==> src/rtl/alr_pkg.sv <==
package alr_pkg;

   localparam int COORD_FRAC_BITS = 8;
   localparam int SLOPE_FRAC_BITS = 16;
   localparam int MAX_DIM_DEFAULT = 4096;

   localparam int CIN_W     = 21;
   localparam int DIFF_W    = CIN_W + 1;
   localparam int COL_W     = 14;
   localparam int CROSS_W   = COL_W + SLOPE_FRAC_BITS;
   localparam int SLOPE_W   = SLOPE_FRAC_BITS + 2;
   localparam int QUOT_W    = SLOPE_FRAC_BITS + 1;
   localparam int GAP_W     = COORD_FRAC_BITS + 1;
   localparam int PROD_W    = SLOPE_W + GAP_W;
   localparam int YW_W      = CIN_W + SLOPE_FRAC_BITS + 1;
   localparam int YEND_W    = YW_W - COORD_FRAC_BITS;
   localparam int M1_W      = SLOPE_FRAC_BITS + 1 + GAP_W;
   localparam int M2_W      = M1_W + 8;

   localparam int DIM_REG_W   = 13;
   localparam int QUEUE_DEPTH = 2;
   localparam int CSR_IDX_W   = 2;
   localparam int REQ_DATA_W  = 120;
   localparam int RSP_DATA_W  = 64;
   localparam int RSP_USER_W  = 2;

   localparam logic [CSR_IDX_W-1:0] CSR_IMAGE_WIDTH  = 2'd0;
   localparam logic [CSR_IDX_W-1:0] CSR_IMAGE_HEIGHT = 2'd1;

   localparam logic [DIM_REG_W-1:0] WIDTH_RESET  = 13'd1024;
   localparam logic [DIM_REG_W-1:0] HEIGHT_RESET = 13'd768;

   localparam logic CMD_START = 1'b0;

   typedef struct packed {
      logic                    is_start;
      logic signed [CIN_W-1:0] start_x;
      logic signed [CIN_W-1:0] start_y;
      logic signed [CIN_W-1:0] end_x;
      logic signed [CIN_W-1:0] end_y;
      logic [7:0]              opacity;
      logic [23:0]             line_color;
   } alr_item_type;

   typedef enum logic [3:0] {
      ST_IDLE,
      ST_ORDER,
      ST_DIV_START,
      ST_DIV_WAIT,
      ST_SLOPE,
      ST_EP_MUL,
      ST_EP_Y,
      ST_COV1,
      ST_COV2,
      ST_EMIT0,
      ST_EMIT1
   } back_state_type;

endpackage

==> src/rtl/alr_front.sv <==
module alr_front
   import alr_pkg::*;
(
   input  logic                  clock,
   input  logic                  reset,
   input  logic                  req_tvalid,
   output logic                  req_tready,
   input  logic [REQ_DATA_W-1:0] req_tdata,
   input  logic                  req_tuser,
   output logic                  q_valid,
   output alr_item_type          q_item,
   input  logic                  q_pop
);

   localparam int PTR_W = $clog2(QUEUE_DEPTH);

   alr_item_type               entry_ff [QUEUE_DEPTH];
   logic [PTR_W-1:0]           wr_ptr_ff, wr_ptr_in, rd_ptr_ff, rd_ptr_in;
   logic [PTR_W:0]             count_ff, count_in;
   alr_item_type               item;
   logic                       push;

   always_comb begin
      item.is_start   = (req_tuser == CMD_START);
      item.start_x    = req_tdata[CIN_W-1:0];
      item.start_y    = req_tdata[2*CIN_W-1:CIN_W];
      item.end_x      = req_tdata[3*CIN_W-1:2*CIN_W];
      item.end_y      = req_tdata[4*CIN_W-1:3*CIN_W];
      item.opacity    = req_tdata[4*CIN_W+7:4*CIN_W];
      item.line_color = req_tdata[4*CIN_W+31:4*CIN_W+8];
   end

   assign req_tready = (count_ff < (PTR_W+1)'(QUEUE_DEPTH));
   assign push       = req_tvalid && req_tready;
   assign q_valid    = (count_ff != '0);
   assign q_item     = entry_ff[rd_ptr_ff];

   always_comb begin
      wr_ptr_in = wr_ptr_ff;
      rd_ptr_in = rd_ptr_ff;
      count_in  = count_ff;
      if (push) begin
         wr_ptr_in = (wr_ptr_ff == PTR_W'(QUEUE_DEPTH-1)) ? '0 : wr_ptr_ff + 1'b1;
      end
      if (q_pop && q_valid) begin
         rd_ptr_in = (rd_ptr_ff == PTR_W'(QUEUE_DEPTH-1)) ? '0 : rd_ptr_ff + 1'b1;
      end
      if (push && !(q_pop && q_valid)) begin
         count_in = count_ff + 1'b1;
      end else if (!push && q_pop && q_valid) begin
         count_in = count_ff - 1'b1;
      end
   end

   always_ff @(posedge clock) begin
      if (reset) begin
         wr_ptr_ff <= '0;
         rd_ptr_ff <= '0;
         count_ff  <= '0;
      end else begin
         wr_ptr_ff <= wr_ptr_in;
         rd_ptr_ff <= rd_ptr_in;
         count_ff  <= count_in;
      end
   end

   always_ff @(posedge clock) begin
      if (push) begin
         entry_ff[wr_ptr_ff] <= item;
      end
   end

endmodule

==> src/rtl/alr_div.sv <==
module alr_div
   import alr_pkg::*;
(
   input  logic              clock,
   input  logic              reset,
   input  logic              start,
   input  logic [DIFF_W-1:0] num,
   input  logic [DIFF_W-1:0] den,
   output logic              done,
   output logic [QUOT_W-1:0] quot
);

   localparam int CNT_W = $clog2(QUOT_W);

   logic [DIFF_W:0]   rem_ff, rem_in;
   logic [QUOT_W-1:0] quot_ff, quot_in;
   logic [CNT_W-1:0]  cnt_ff, cnt_in;
   logic              run_ff, run_in;
   logic              done_ff, done_in;
   logic              ge;
   logic [DIFF_W:0]   rem_sub;

   assign ge      = (rem_ff >= {1'b0, den});
   assign rem_sub = ge ? rem_ff - {1'b0, den} : rem_ff;

   always_comb begin
      rem_in  = rem_ff;
      quot_in = quot_ff;
      cnt_in  = cnt_ff;
      run_in  = run_ff;
      done_in = 1'b0;
      if (start) begin
         rem_in  = {1'b0, num};
         quot_in = '0;
         cnt_in  = CNT_W'(QUOT_W-1);
         run_in  = 1'b1;
      end else if (run_ff) begin
         quot_in = {quot_ff[QUOT_W-2:0], ge};
         rem_in  = {rem_sub[DIFF_W-1:0], 1'b0};
         cnt_in  = cnt_ff - 1'b1;
         if (cnt_ff == '0) begin
            run_in  = 1'b0;
            done_in = 1'b1;
         end
      end
   end

   always_ff @(posedge clock) begin
      if (reset) begin
         run_ff  <= 1'b0;
         done_ff <= 1'b0;
      end else begin
         run_ff  <= run_in;
         done_ff <= done_in;
      end
   end

   always_ff @(posedge clock) begin
      rem_ff  <= rem_in;
      quot_ff <= quot_in;
      cnt_ff  <= cnt_in;
   end

   assign done = done_ff;
   assign quot = quot_ff;

endmodule

==> src/rtl/alr_back.sv <==
module alr_back
   import alr_pkg::*;
#(
   parameter int MAX_DIM = MAX_DIM_DEFAULT
) (
   input  logic                  clock,
   input  logic                  reset,
   input  logic [DIM_REG_W-1:0]  image_width,
   input  logic [DIM_REG_W-1:0]  image_height,
   input  logic                  q_valid,
   input  alr_item_type          q_item,
   output logic                  q_pop,
   output logic                  rsp_tvalid,
   input  logic                  rsp_tready,
   output logic [RSP_DATA_W-1:0] rsp_tdata,
   output logic [RSP_USER_W-1:0] rsp_tuser,
   output logic                  rsp_tlast
);

   localparam int S     = SLOPE_FRAC_BITS;
   localparam int C     = COORD_FRAC_BITS;
   localparam int DIM_W = $clog2(MAX_DIM + 1);
   localparam int CMP_W = ((DIM_W > COL_W) ? DIM_W : COL_W) + 1;
   localparam logic [CMP_W-1:0] MAX_DIM_C = CMP_W'(MAX_DIM);
   localparam logic [DIFF_W-1:0] HALF_D   = DIFF_W'(1) << (C - 1);
   localparam logic [GAP_W-1:0]  HALF_G   = GAP_W'(1) << (C - 1);
   localparam logic [GAP_W-1:0]  ONE_G    = GAP_W'(1) << C;
   localparam logic [S:0]        ONE_F    = (S+1)'(1) << S;
   localparam logic [SLOPE_W-1:0] ONE_SL  = SLOPE_W'(1) << S;

   back_state_type state_ff, state_in;

   logic                     steep_ff, steep_in;
   logic signed [CIN_W-1:0]  x0_ff, x0_in, y0_ff, y0_in, x1_ff, x1_in, y1_ff, y1_in;
   logic [DIFF_W-1:0]        dx_ff, dx_in, dyabs_ff, dyabs_in;
   logic                     dyneg_ff, dyneg_in;
   logic signed [SLOPE_W-1:0] slope_ff, slope_in;
   logic signed [COL_W-1:0]  cur_ff, cur_in, end_ff, end_in;
   logic                     active_ff, active_in;
   logic [CROSS_W-1:0]       cross_ff, cross_in;
   logic [7:0]               op_ff, op_in;
   logic [23:0]              color_ff, color_in;
   logic                     is_start_ff, is_start_in;
   logic                     ep_ff, ep_in;
   logic signed [PROD_W-1:0] prod_ff, prod_in;
   logic [COL_W-1:0]         major_ff, major_in, minor_ff, minor_in;
   logic [GAP_W-1:0]         xgap_ff, xgap_in;
   logic [S-1:0]             f_ff, f_in;
   logic                     done_ff, done_in;
   logic [M1_W-1:0]          m1h_ff, m1h_in, m1l_ff, m1l_in;
   logic [7:0]               covh_ff, covh_in, covl_ff, covl_in;
   logic                     rvalid_ff, rvalid_in;
   logic [RSP_DATA_W-1:0]    rdata_ff, rdata_in;
   logic [RSP_USER_W-1:0]    ruser_ff, ruser_in;
   logic                     rlast_ff, rlast_in;

   logic                     div_start, div_done;
   logic [QUOT_W-1:0]        div_quot;

   logic signed [DIFF_W-1:0] rdx, rdy, odx, ody;
   logic [DIFF_W-1:0]        adx, ady;
   logic signed [CIN_W-1:0]  ox0, oy0, ox1, oy1;
   logic signed [DIFF_W-1:0] sum0, sum1, esum;
   logic signed [CIN_W-1:0]  ey;
   logic [C-1:0]             fr;
   logic signed [GAP_W-1:0]  delta;
   logic signed [YW_W-1:0]   yw;
   logic [YEND_W-1:0]        yend;
   logic signed [COL_W-1:0]  cur_next;
   logic [M2_W-1:0]          m2h, m2l;
   logic [COL_W-1:0]         em_minor, pxw, pyw;
   logic [CMP_W-1:0]         wc, hc, pxc, pyc;
   logic                     in_image, out_free;

   alr_div u_div (
      .clock (clock),
      .reset (reset),
      .start (div_start),
      .num   (dyabs_ff),
      .den   (dx_ff),
      .done  (div_done),
      .quot  (div_quot)
   );

   assign out_free  = !rvalid_ff || rsp_tready;
   assign div_start = (state_ff == ST_DIV_START);

   always_comb begin
      rdx = DIFF_W'(q_item.end_x) - DIFF_W'(q_item.start_x);
      rdy = DIFF_W'(q_item.end_y) - DIFF_W'(q_item.start_y);
      adx = rdx[DIFF_W-1] ? DIFF_W'(-rdx) : DIFF_W'(rdx);
      ady = rdy[DIFF_W-1] ? DIFF_W'(-rdy) : DIFF_W'(rdy);
      if (x0_ff > x1_ff) begin
         ox0 = x1_ff; oy0 = y1_ff; ox1 = x0_ff; oy1 = y0_ff;
      end else begin
         ox0 = x0_ff; oy0 = y0_ff; ox1 = x1_ff; oy1 = y1_ff;
      end
      odx  = DIFF_W'(ox1) - DIFF_W'(ox0);
      ody  = DIFF_W'(oy1) - DIFF_W'(oy0);
      sum0 = DIFF_W'(x0_ff) + $signed(HALF_D);
      sum1 = DIFF_W'(x1_ff) + $signed(HALF_D);
      esum = ep_ff ? sum1 : sum0;
      ey   = ep_ff ? y1_ff : y0_ff;
      fr   = esum[C-1:0];
      delta = $signed(HALF_G - {1'b0, fr});
      yw   = ($signed(YW_W'(ey)) <<< S) + YW_W'(prod_ff);
      yend = yw[YW_W-1:C];
      cur_next = cur_ff + 1'b1;
      m2h  = m1h_ff * M2_W'(op_ff);
      m2l  = m1l_ff * M2_W'(op_ff);
   end

   always_comb begin
      em_minor = (state_ff == ST_EMIT1) ? minor_ff + 1'b1 : minor_ff;
      pxw = steep_ff ? em_minor : major_ff;
      pyw = steep_ff ? major_ff : em_minor;
      wc  = (CMP_W'(image_width) > MAX_DIM_C) ? MAX_DIM_C : CMP_W'(image_width);
      hc  = (CMP_W'(image_height) > MAX_DIM_C) ? MAX_DIM_C : CMP_W'(image_height);
      pxc = CMP_W'(pxw);
      pyc = CMP_W'(pyw);
      in_image = !pxw[COL_W-1] && !pyw[COL_W-1] && (pxc < wc) && (pyc < hc);
   end

   always_comb begin
      state_in    = state_ff;
      steep_in    = steep_ff;
      x0_in = x0_ff; y0_in = y0_ff; x1_in = x1_ff; y1_in = y1_ff;
      dx_in       = dx_ff;
      dyabs_in    = dyabs_ff;
      dyneg_in    = dyneg_ff;
      slope_in    = slope_ff;
      cur_in      = cur_ff;
      end_in      = end_ff;
      active_in   = active_ff;
      cross_in    = cross_ff;
      op_in       = op_ff;
      color_in    = color_ff;
      is_start_in = is_start_ff;
      ep_in       = ep_ff;
      prod_in     = prod_ff;
      major_in    = major_ff;
      minor_in    = minor_ff;
      xgap_in     = xgap_ff;
      f_in        = f_ff;
      done_in     = done_ff;
      m1h_in      = m1h_ff;
      m1l_in      = m1l_ff;
      covh_in     = covh_ff;
      covl_in     = covl_ff;
      rvalid_in   = rvalid_ff && !rsp_tready;
      rdata_in    = rdata_ff;
      ruser_in    = ruser_ff;
      rlast_in    = rlast_ff;
      q_pop       = 1'b0;

      case (state_ff)
         ST_IDLE: begin
            if (q_valid) begin
               q_pop = 1'b1;
               if (q_item.is_start) begin
                  steep_in    = (ady > adx);
                  op_in       = q_item.opacity;
                  color_in    = q_item.line_color;
                  is_start_in = 1'b1;
                  ep_in       = 1'b0;
                  if (ady > adx) begin
                     x0_in = q_item.start_y; y0_in = q_item.start_x;
                     x1_in = q_item.end_y;   y1_in = q_item.end_x;
                  end else begin
                     x0_in = q_item.start_x; y0_in = q_item.start_y;
                     x1_in = q_item.end_x;   y1_in = q_item.end_y;
                  end
                  state_in = ST_ORDER;
               end else if (active_ff) begin
                  is_start_in = 1'b0;
                  major_in    = cur_ff;
                  minor_in    = cross_ff[S+COL_W-1:S];
                  f_in        = cross_ff[S-1:0];
                  xgap_in     = ONE_G;
                  cross_in    = cross_ff + CROSS_W'(slope_ff);
                  cur_in      = cur_next;
                  active_in   = (cur_next < end_ff);
                  done_in     = !(cur_next < end_ff);
                  state_in    = ST_COV1;
               end
            end
         end
         ST_ORDER: begin
            x0_in = ox0; y0_in = oy0; x1_in = ox1; y1_in = oy1;
            dx_in    = odx;
            dyabs_in = ody[DIFF_W-1] ? DIFF_W'(-ody) : DIFF_W'(ody);
            dyneg_in = ody[DIFF_W-1];
            state_in = ST_DIV_START;
         end
         ST_DIV_START: begin
            state_in = ST_DIV_WAIT;
         end
         ST_DIV_WAIT: begin
            if (div_done) begin
               state_in = ST_SLOPE;
            end
         end
         ST_SLOPE: begin
            if (dx_ff == '0) begin
               slope_in = $signed(ONE_SL);
            end else if (dyneg_ff) begin
               slope_in = -$signed(SLOPE_W'(div_quot));
            end else begin
               slope_in = $signed(SLOPE_W'(div_quot));
            end
            cur_in    = sum0[C+COL_W-1:C] + 1'b1;
            end_in    = sum1[C+COL_W-1:C];
            active_in = ($signed(sum0[C+COL_W-1:C] + 1'b1) < $signed(sum1[C+COL_W-1:C]));
            done_in   = !($signed(sum0[C+COL_W-1:C] + 1'b1) < $signed(sum1[C+COL_W-1:C]));
            state_in  = ST_EP_MUL;
         end
         ST_EP_MUL: begin
            prod_in  = slope_ff * delta;
            major_in = esum[C+COL_W-1:C];
            xgap_in  = ep_ff ? {1'b0, fr} : ONE_G - {1'b0, fr};
            state_in = ST_EP_Y;
         end
         ST_EP_Y: begin
            f_in     = yend[S-1:0];
            minor_in = yend[S+COL_W-1:S];
            if (!ep_ff) begin
               cross_in = yend[CROSS_W-1:0] + CROSS_W'(slope_ff);
            end
            state_in = ST_COV1;
         end
         ST_COV1: begin
            m1h_in   = (ONE_F - {1'b0, f_ff}) * M1_W'(xgap_ff);
            m1l_in   = M1_W'(f_ff) * M1_W'(xgap_ff);
            state_in = ST_COV2;
         end
         ST_COV2: begin
            covh_in  = m2h[S+C+7:S+C];
            covl_in  = m2l[S+C+7:S+C];
            state_in = ST_EMIT0;
         end
         ST_EMIT0, ST_EMIT1: begin
            if (out_free) begin
               rvalid_in = 1'b1;
               rdata_in  = {4'b0, color_ff,
                            (state_ff == ST_EMIT1) ? covl_ff : covh_ff, pyw, pxw};
               ruser_in  = {done_ff, in_image};
               rlast_in  = (state_ff == ST_EMIT1) && (!is_start_ff || ep_ff);
               if (state_ff == ST_EMIT0) begin
                  state_in = ST_EMIT1;
               end else if (is_start_ff && !ep_ff) begin
                  ep_in    = 1'b1;
                  state_in = ST_EP_MUL;
               end else begin
                  state_in = ST_IDLE;
               end
            end
         end
         default: begin
            state_in = ST_IDLE;
         end
      endcase
   end

   always_ff @(posedge clock) begin
      if (reset) begin
         state_ff  <= ST_IDLE;
         steep_ff  <= 1'b0;
         slope_ff  <= '0;
         cur_ff    <= '0;
         end_ff    <= '0;
         active_ff <= 1'b0;
         cross_ff  <= '0;
         op_ff     <= '0;
         color_ff  <= '0;
         rvalid_ff <= 1'b0;
      end else begin
         state_ff  <= state_in;
         steep_ff  <= steep_in;
         slope_ff  <= slope_in;
         cur_ff    <= cur_in;
         end_ff    <= end_in;
         active_ff <= active_in;
         cross_ff  <= cross_in;
         op_ff     <= op_in;
         color_ff  <= color_in;
         rvalid_ff <= rvalid_in;
      end
   end

   always_ff @(posedge clock) begin
      x0_ff       <= x0_in;
      y0_ff       <= y0_in;
      x1_ff       <= x1_in;
      y1_ff       <= y1_in;
      dx_ff       <= dx_in;
      dyabs_ff    <= dyabs_in;
      dyneg_ff    <= dyneg_in;
      is_start_ff <= is_start_in;
      ep_ff       <= ep_in;
      prod_ff     <= prod_in;
      major_ff    <= major_in;
      minor_ff    <= minor_in;
      xgap_ff     <= xgap_in;
      f_ff        <= f_in;
      done_ff     <= done_in;
      m1h_ff      <= m1h_in;
      m1l_ff      <= m1l_in;
      covh_ff     <= covh_in;
      covl_ff     <= covl_in;
      rdata_ff    <= rdata_in;
      ruser_ff    <= ruser_in;
      rlast_ff    <= rlast_in;
   end

   assign rsp_tvalid = rvalid_ff;
   assign rsp_tdata  = rdata_ff;
   assign rsp_tuser  = ruser_ff;
   assign rsp_tlast  = rlast_ff;

endmodule

==> src/rtl/antialiased_line_rasterizer.sv <==
// Anti-aliased line rasterizer. A start item (tuser 0) takes two 13.8 endpoints,
// opacity and color and yields four endpoint pixel writes; each step item
// (tuser 1) yields the two writes of the next interior column, and a step with
// no line in progress yields nothing. Results leave one per cycle at best. A start
// item is dequeued, ordered and launched on the bit-serial slope divider, waits
// on it, takes the slope state, then for each endpoint the arithmetic states
// EP_MUL, EP_Y, COV1 and COV2 and the writes EMIT0 and EMIT1. A step item passes
// through a dequeue state, the two registered coverage multiplies and the two
// writes. A two-entry queue takes items while the back end works. Image size
// registers may be written only while idle.
module antialiased_line_rasterizer
   import alr_pkg::*;
#(
   parameter int MAX_DIM = MAX_DIM_DEFAULT
) (
   input  logic                  clock,
   input  logic                  reset,
   // start_x, start_y, end_x, end_y, opacity, line_color
   input  logic [REQ_DATA_W-1:0] req_tdata,
   // cmd
   input  logic                  req_tuser,
   input  logic                  req_tvalid,
   output logic                  req_tready,
   // pixel_x, pixel_y, coverage, pixel_color
   output logic [RSP_DATA_W-1:0] rsp_tdata,
   // inside_res, done_res
   output logic [RSP_USER_W-1:0] rsp_tuser,
   output logic                  rsp_tlast,
   output logic                  rsp_tvalid,
   input  logic                  rsp_tready,
   input  logic                  csr_valid,
   output logic                  csr_ready,
   input  logic [CSR_IDX_W-1:0]  csr_index,
   input  logic [DIM_REG_W-1:0]  csr_data
);

   logic [DIM_REG_W-1:0] width_ff, width_in, height_ff, height_in;
   logic                 q_valid, q_pop;
   alr_item_type         q_item;

   assign csr_ready = 1'b1;

   always_comb begin
      width_in  = width_ff;
      height_in = height_ff;
      if (csr_valid) begin
         case (csr_index)
            CSR_IMAGE_WIDTH:  width_in  = csr_data;
            CSR_IMAGE_HEIGHT: height_in = csr_data;
            default: begin
            end
         endcase
      end
   end

   always_ff @(posedge clock) begin
      if (reset) begin
         width_ff  <= WIDTH_RESET;
         height_ff <= HEIGHT_RESET;
      end else begin
         width_ff  <= width_in;
         height_ff <= height_in;
      end
   end

   alr_front u_front (
      .clock      (clock),
      .reset      (reset),
      .req_tvalid (req_tvalid),
      .req_tready (req_tready),
      .req_tdata  (req_tdata),
      .req_tuser  (req_tuser),
      .q_valid    (q_valid),
      .q_item     (q_item),
      .q_pop      (q_pop)
   );

   alr_back #(.MAX_DIM(MAX_DIM)) u_back (
      .clock        (clock),
      .reset        (reset),
      .image_width  (width_ff),
      .image_height (height_ff),
      .q_valid      (q_valid),
      .q_item       (q_item),
      .q_pop        (q_pop),
      .rsp_tvalid   (rsp_tvalid),
      .rsp_tready   (rsp_tready),
      .rsp_tdata    (rsp_tdata),
      .rsp_tuser    (rsp_tuser),
      .rsp_tlast    (rsp_tlast)
   );

endmodule

==> config.mk <==
export PLATFORM = sky130hd
export DESIGN_NAME = antialiased_line_rasterizer
export DESIGN_NICKNAME = d
export VERILOG_FILES = /design/src/rtl/alr_pkg.sv /design/src/rtl/alr_front.sv /design/src/rtl/alr_div.sv /design/src/rtl/alr_back.sv /design/src/rtl/antialiased_line_rasterizer.sv
export SDC_FILE = /design/constraint.sdc
export NUM_CORES = 2
export LEC_CHECK = 0
export ABC_AREA = 1
export BUFFER_PORTS_ARGS = -buffer_cell sky130_fd_sc_hd__buf_2
export CORE_ASPECT_RATIO = 0.7
export CORE_MARGIN = 4
export CORE_UTILIZATION = 60
export CTS_CLUSTER_SIZE = 12
export DETAILED_ROUTE_END_ITERATION = 12
export HOLD_SLACK_MARGIN = 0.06
export PLACE_DENSITY = 0.8
export SYNTH_ARGS = -nofsm -noshare
export SYNTH_HDL_FRONTEND = slang
export SYNTH_SLANG_ARGS = --single-unit
==> constraint.sdc <==
create_clock -name clock -period 10.7 [get_ports clock]
set_input_delay 2.14 -clock clock [delete_from_list [all_inputs] [get_ports clock]]
set_output_delay 2.14 -clock clock [all_outputs]
set_load 0.005 [all_outputs]
== After elaboration in Yosys (flattened, before gate mapping) ==
Memory sizes are Yosys's and may differ from the RTL's. A register that Yosys moved wholly into a read port is not among the register bits.
Cells that the tools add are included.

* $add $sub $neg: 25
* $mul: 5
* Order comparisons: 10
* Eq/ne operators: 21
* Mux-type cells: 101
* Bitwise operators: 2
* Reductions and logical operators: 51

{| class="wikitable"
|+ Operators by type and width
! cell !! count
|-
| $mux 21 || 18
|-
| $mux 14 || 12
|-
| $pmux 21 s2 || 4
|-
| $mux 22 || 6
|-
| $mux 30 || 4
|-
| $sub 21x21->22 || 4
|-
| $pmux 14 s2 || 3
|-
| $neg 22->22 || 3
|-
| $add 30x30->30 || 2
|-
| $pmux 30 s2 || 1
|-
| $mux 16 || 3
|-
| $add 21x9->22 const B || 2
|-
| $add 14x1->14 const B || 3
|-
| $pmux 4 s10 || 1
|-
| $add 37x27->38 || 1
|-
| $mux 18 || 2
|-
| $mux 9 || 4
|-
| $mul 25x8->32 || 1
|-
| $mul 26x8->32 || 1
|-
| $pmux 16 s2 || 1
|-
| $lt 14x15->1 || 2
|-
| $lt 14x14->1 || 2
|-
| $mul 18x9->27 || 1
|-
| $gt 13x13->1 const B || 2
|-
| other kinds (47) || 132
|}

* Bits in registers: 534
* Memory bits (writable): 234
* Input port bits: 141
* Output and inout bits: 70
* Word-level logic and storage cells: 260
* Memories kept: 1

{| class="wikitable"
|+ Memories
! name !! words !! bits a word !! rd ports !! clocked after memory_dff !! write ports !! RTL line !! RTL
|-
| u_front.entry_ff || 2 || 117 || 1 || 1 || 1 || alr_front.sv:17 || <nowiki>alr_item_type entry_ff [QUEUE_DEPTH];</nowiki>
|}

== Depth between registers and ports, before layout ==
* Depth after elaboration: 8
* Depth in mapped cells: 42
* Mapped depth without buffers: 38

== Cells and area by module ==
Synthesis repeated with hierarchy kept, for this count alone.

* Cells, all modules: 8496
* Area total of the unflattened synthesis: 70500.1 um^2

{| class="wikitable"
|+ By module, submodules not included
! module !! times used !! cells each !! area an instance (um^2) !! seq. area each (um^2)
|-
| alr_back || 1 || 7351 || 56761.9 || 12301.8
|-
| alr_front || 1 || 398 || 8768.4 || 7126.8
|-
| alr_div || 1 || 581 || 3826.2 || 1161.1
|-
| antialiased_line_rasterizer || 1 || 166 || 1143.6 || 520.5
|}

== Worst setup path before layout ==
Ideal clock, no wire load.

* Path type: input to register
* Start point: in req_tvalid
* End point: mem u_front.entry_ff[1][0] (netlist bit), enable pin
* Library setup time: 0.596 ns
* Arrival time: 7.129 ns
* Required time: 10.104 ns
* Path slack: 2.975 ns
* Stages on the path: 2
* Buffers on the path: 0
* Cell sequence: nand2_1 -> nor2_1

* Word-level cells in the longest chain between the ends: 3

{| class="wikitable"
|+ Ends and longest elaborated chain
! what !! RTL line !! RTL
|-
| start: declaration || antialiased_line_rasterizer.sv:22 || <nowiki>input logic req_tvalid,</nowiki>
|-
| $logic_and 1x1->1 || alr_front.sv:34 || <nowiki>assign push = req_tvalid && req_tready;</nowiki>
|-
| $mux 1 || alr_front.sv:68 || <nowiki>if (push) begin</nowiki>
|-
| $mux 1 (implied by the code) || alr_front.sv:69 || <nowiki>entry_ff[wr_ptr_ff] <= item;</nowiki>
|-
| end: declaration || alr_front.sv:17 ||
|}

Every way passes these cells.

==> flow_summary.ini <==
[floorplan]
ios = 211
start_util_pct = 60.62
fp.dieW_um = 411.9
core.rowCount = 103
dieHeight_um = 290.7
die-area_um2 = 119700
core_area_um2 = 113000

[clock_tree]
cts_setup_buffers = 0
clk_latency_ns = 0.72
cts_buffers = 82
path_clk_slew_ns = 0.06
cts_tree = yes
cts.sinks = 760
post_cts_resize_count = 0
htreeDepth = 3
clk_path_buf_depth = 3
cts-root-buf = clkbuf_16
cts_hold_buf = 0

[worst_setup_path]
end_kind = flop
critPathBufInv = 5
worstPathArrival_ns = 9.15
worst_setup_path_start_kind = flop
critPathSlowestCell = dfxtp_4
cp-endpoint = u_back.x1_ff[8]
path_class = flop to flop
ff2ff_path_depth = 36
crit_cells = 36
required_ns = 11.08
crit_fanout = 55
reg2reg_slack_ns = 1.93
r2r_end = u_back.x1_ff[8]
crit_family = compound AO/OA/AOI/OAI gates
slowest_delay_ns = 0.60
cp_common_cell = nand2_1

[yosys]
synth_compound_area_share_pct = 10.26
ys.warnings.count = 0
synth_cells = 8180
synth_area_leader_cell = edfxtp_1
yosysUniqueCellTypes = 75
netlist.area_leader.share_pct = 25.82
muxShareOfSynthArea_pct = 1.008
yosysSeqAreaShare_pct = 30.81
synth_area_per_cell_um2 = 8.375
synth_fa_ha_area_share_pct = 26.43
async_flop_share_pct = 0
synth_xor_area_share_pct = 4.075
synth-simple-area-share_pct = 17.47
synth-main-ff-cell = edfxtp_1
synth_top_family_by_area = adder cells
synth-seq-cells = 760
synth_area_um2 = 68510
synth_area_leaders = edfxtp_1 (26%), fa_1 (18%), nand2_1 (10%), ha_1 (8.3%), inv_1 (7.8%)
synth_edf_count = 589

[timing]
rsz0062_at_grt = no
fin_worst_skew_ns = 0.05686
final-setup-viol-count = 0
finalHoldViolations = 0
clock.fmax_mhz = 114.1
maxSlewHeadroom_pct = 5.144
fin_setup_tns_ns = 0
tightest_slew_ns = 1.418
setup_ws_ns = 1.932
fin_crit_ns = 8.768
timing.final.crit_share_pct = 81.94
slew_violations = 0

[grt]
antenna_found_initial = 8
grt_pass1_vias = 55493
grt.total_usage_pct = 32.16
grt-ovfl-total = 0
grt_max_degree = 152
grt_pass1_wl_um = 304900

[route]
remaining_drc_errors = 0
wl_met2_um = 77800
route.met3.wl_um = 26550
topRoutingLayerUsed = met5
drt_wl_total_um = 193400
viasPerCell = 5.796
dr.pass1.iters = 9
ant_nets = 0
wl_per_cell_um = 19.73
met1Wirelength_um = 85720
vias = 56789
drt_first_iter_violations = 7338

[placed_design]
place_ws_ns = 2.194
gp_congestion = 0.9737
dp_hpwl_um = 148900
io_buffers = 201

[finish]
layout_common_cells = nand2_1 (1907), inv_1 (1427), fa_1 (620)
area_growth_pct = 6.765
drive_gt1_share_pct = 6.298
mostFrequentLayoutCell = nand2_1
nets = 9427
num-fill-cells = 9129

[flow_run]
maxCapViolCount = 0

[run_status]
status = completed

[worst_hold_path]
hold_class = flop to flop
## registers in the layout, summed over array words and instances, names as in the netlist, 23 cells and up, named ones only
| name | flops |
|---|---|
| u_back.color_ff | 24 |
| u_back.cross_ff | 30 |
| u_back.m1h_ff | 26 |
| u_back.m1l_ff | 24 |
| u_back.rsp_tdata | 60 |
| u_back.u_div.rem_ff | 23 |
| u_front.entry_ff | 234 |
## cells by family (layout without fill, tap and decap cells)
kind of cell,count (synthesis),in the layout
xor gates and xnor gates,317,317
buffers and inverters,1764,1854
and+or+nand+nor,2935,2935
muxes,69,69
DFF,760,760
AOI/OAI and AO/OA,1258,1258
adders and majority gates,1075,1075
other,2,8
## cell type report
cell class | count | area, um^2 | area share [%]
Antenna cell | 3 | 7.507 | 0.01026
Clock buffer | 116 | 2235 | 3.055
Clock inverter | 30 | 282.8 | 0.3866
Inverter | 1449 | 5439 | 7.436
Multi-Input combinational cell | 5659 | 40700 | 55.64
Sequential cell | 760 | 21120 | 28.88
Tap cell | 1522 | 1904 | 2.604
Timing Repair Buffer | 259 | 1454 | 1.988
## worst min path at each step
| stage | cells after the start | slack, ns | to | start |
|---|---|---|---|---|
| after floorplan | 0 | 0.40 | u_back.rsp_tuser[1] | u_back.done_ff |
| after global placement | 0 | 0.41 | u_back.rsp_tuser[1] | u_back.done_ff |
| after detailed placement | 0 | 0.41 | u_back.rsp_tdata[38] | u_back.color_ff[2] |
| after CTS | 0 | 0.43 | u_back.rsp_tdata[43] | u_back.color_ff[7] |
| after global routing | 0 | 0.45 | u_back.rsp_tdata[55] | u_back.color_ff[19] |
| final | 0 | 0.43 | u_back.rsp_tdata[43] | u_back.color_ff[7] |
## metal layers
layer  vias to the layer above  track usage [%]
met2                      3270            45.26
met1                     27086            49.97
met4                         6            6.103
li1                      26133                -
met3                       294            8.655
met5                         -                0
## synthesized netlist by cell type (11+ instances only)
| cell | instances |
|---|---|
| nand2_1 | 1908 |
| inv_1 | 1429 |
| fa_1 | 620 |
| edfxtp_1 | 589 |
| nor2_1 | 567 |
| a21oi_1 | 465 |
| o21ai_0 | 458 |
| ha_1 | 455 |
| clkbuf_1 | 224 |
| xor2_1 | 223 |
| nand3_1 | 206 |
| dfxtp_1 | 171 |
| xnor2_1 | 92 |
| a31oi_1 | 75 |
| nor3_1 | 71 |
| mux2i_1 | 69 |
| nand4_1 | 56 |
| o21ai_1 | 49 |
| clkbuf_2 | 44 |
| or2_2 | 31 |
| nand2_2 | 25 |
| o21bai_1 | 25 |
| a21o_1 | 24 |
| o211ai_1 | 24 |
| a211oi_1 | 22 |
| buf_1 | 19 |
| nor4_1 | 19 |
| a22oi_1 | 16 |
| inv_2 | 15 |
| o21a_1 | 15 |
| a21boi_0 | 11 |
## metrics by stage
stage               hold WS, ns  cells  cell area (um^2)  util [%]
finish                   0.4289   9798             73140     64.72
floorplan                0.4003   8183             68520         -
global route             0.4453   9795             73140     64.71
CTS                      0.4291   9795             73140     64.71
detailed placement       0.4145   9649             70620     62.48
global placement         0.4060   9649             70620     62.48
## worst reg2reg max path, delay by kind of cell (launching register included)
family,cells,cell delay [ns]
DFF,1,0.60
adders and majority gates,2,0.63
xor gates and xnor gates,1,0.10
muxes,1,0.35
buffers and inverters,5,2.09
and+or+nand+nor,14,1.60
AOI/OAI and AO/OA,13,3.08
Power is left out: the tool's default activity adds up to more than one toggle a clock period on the data nets, which glitch-free logic cannot reach.
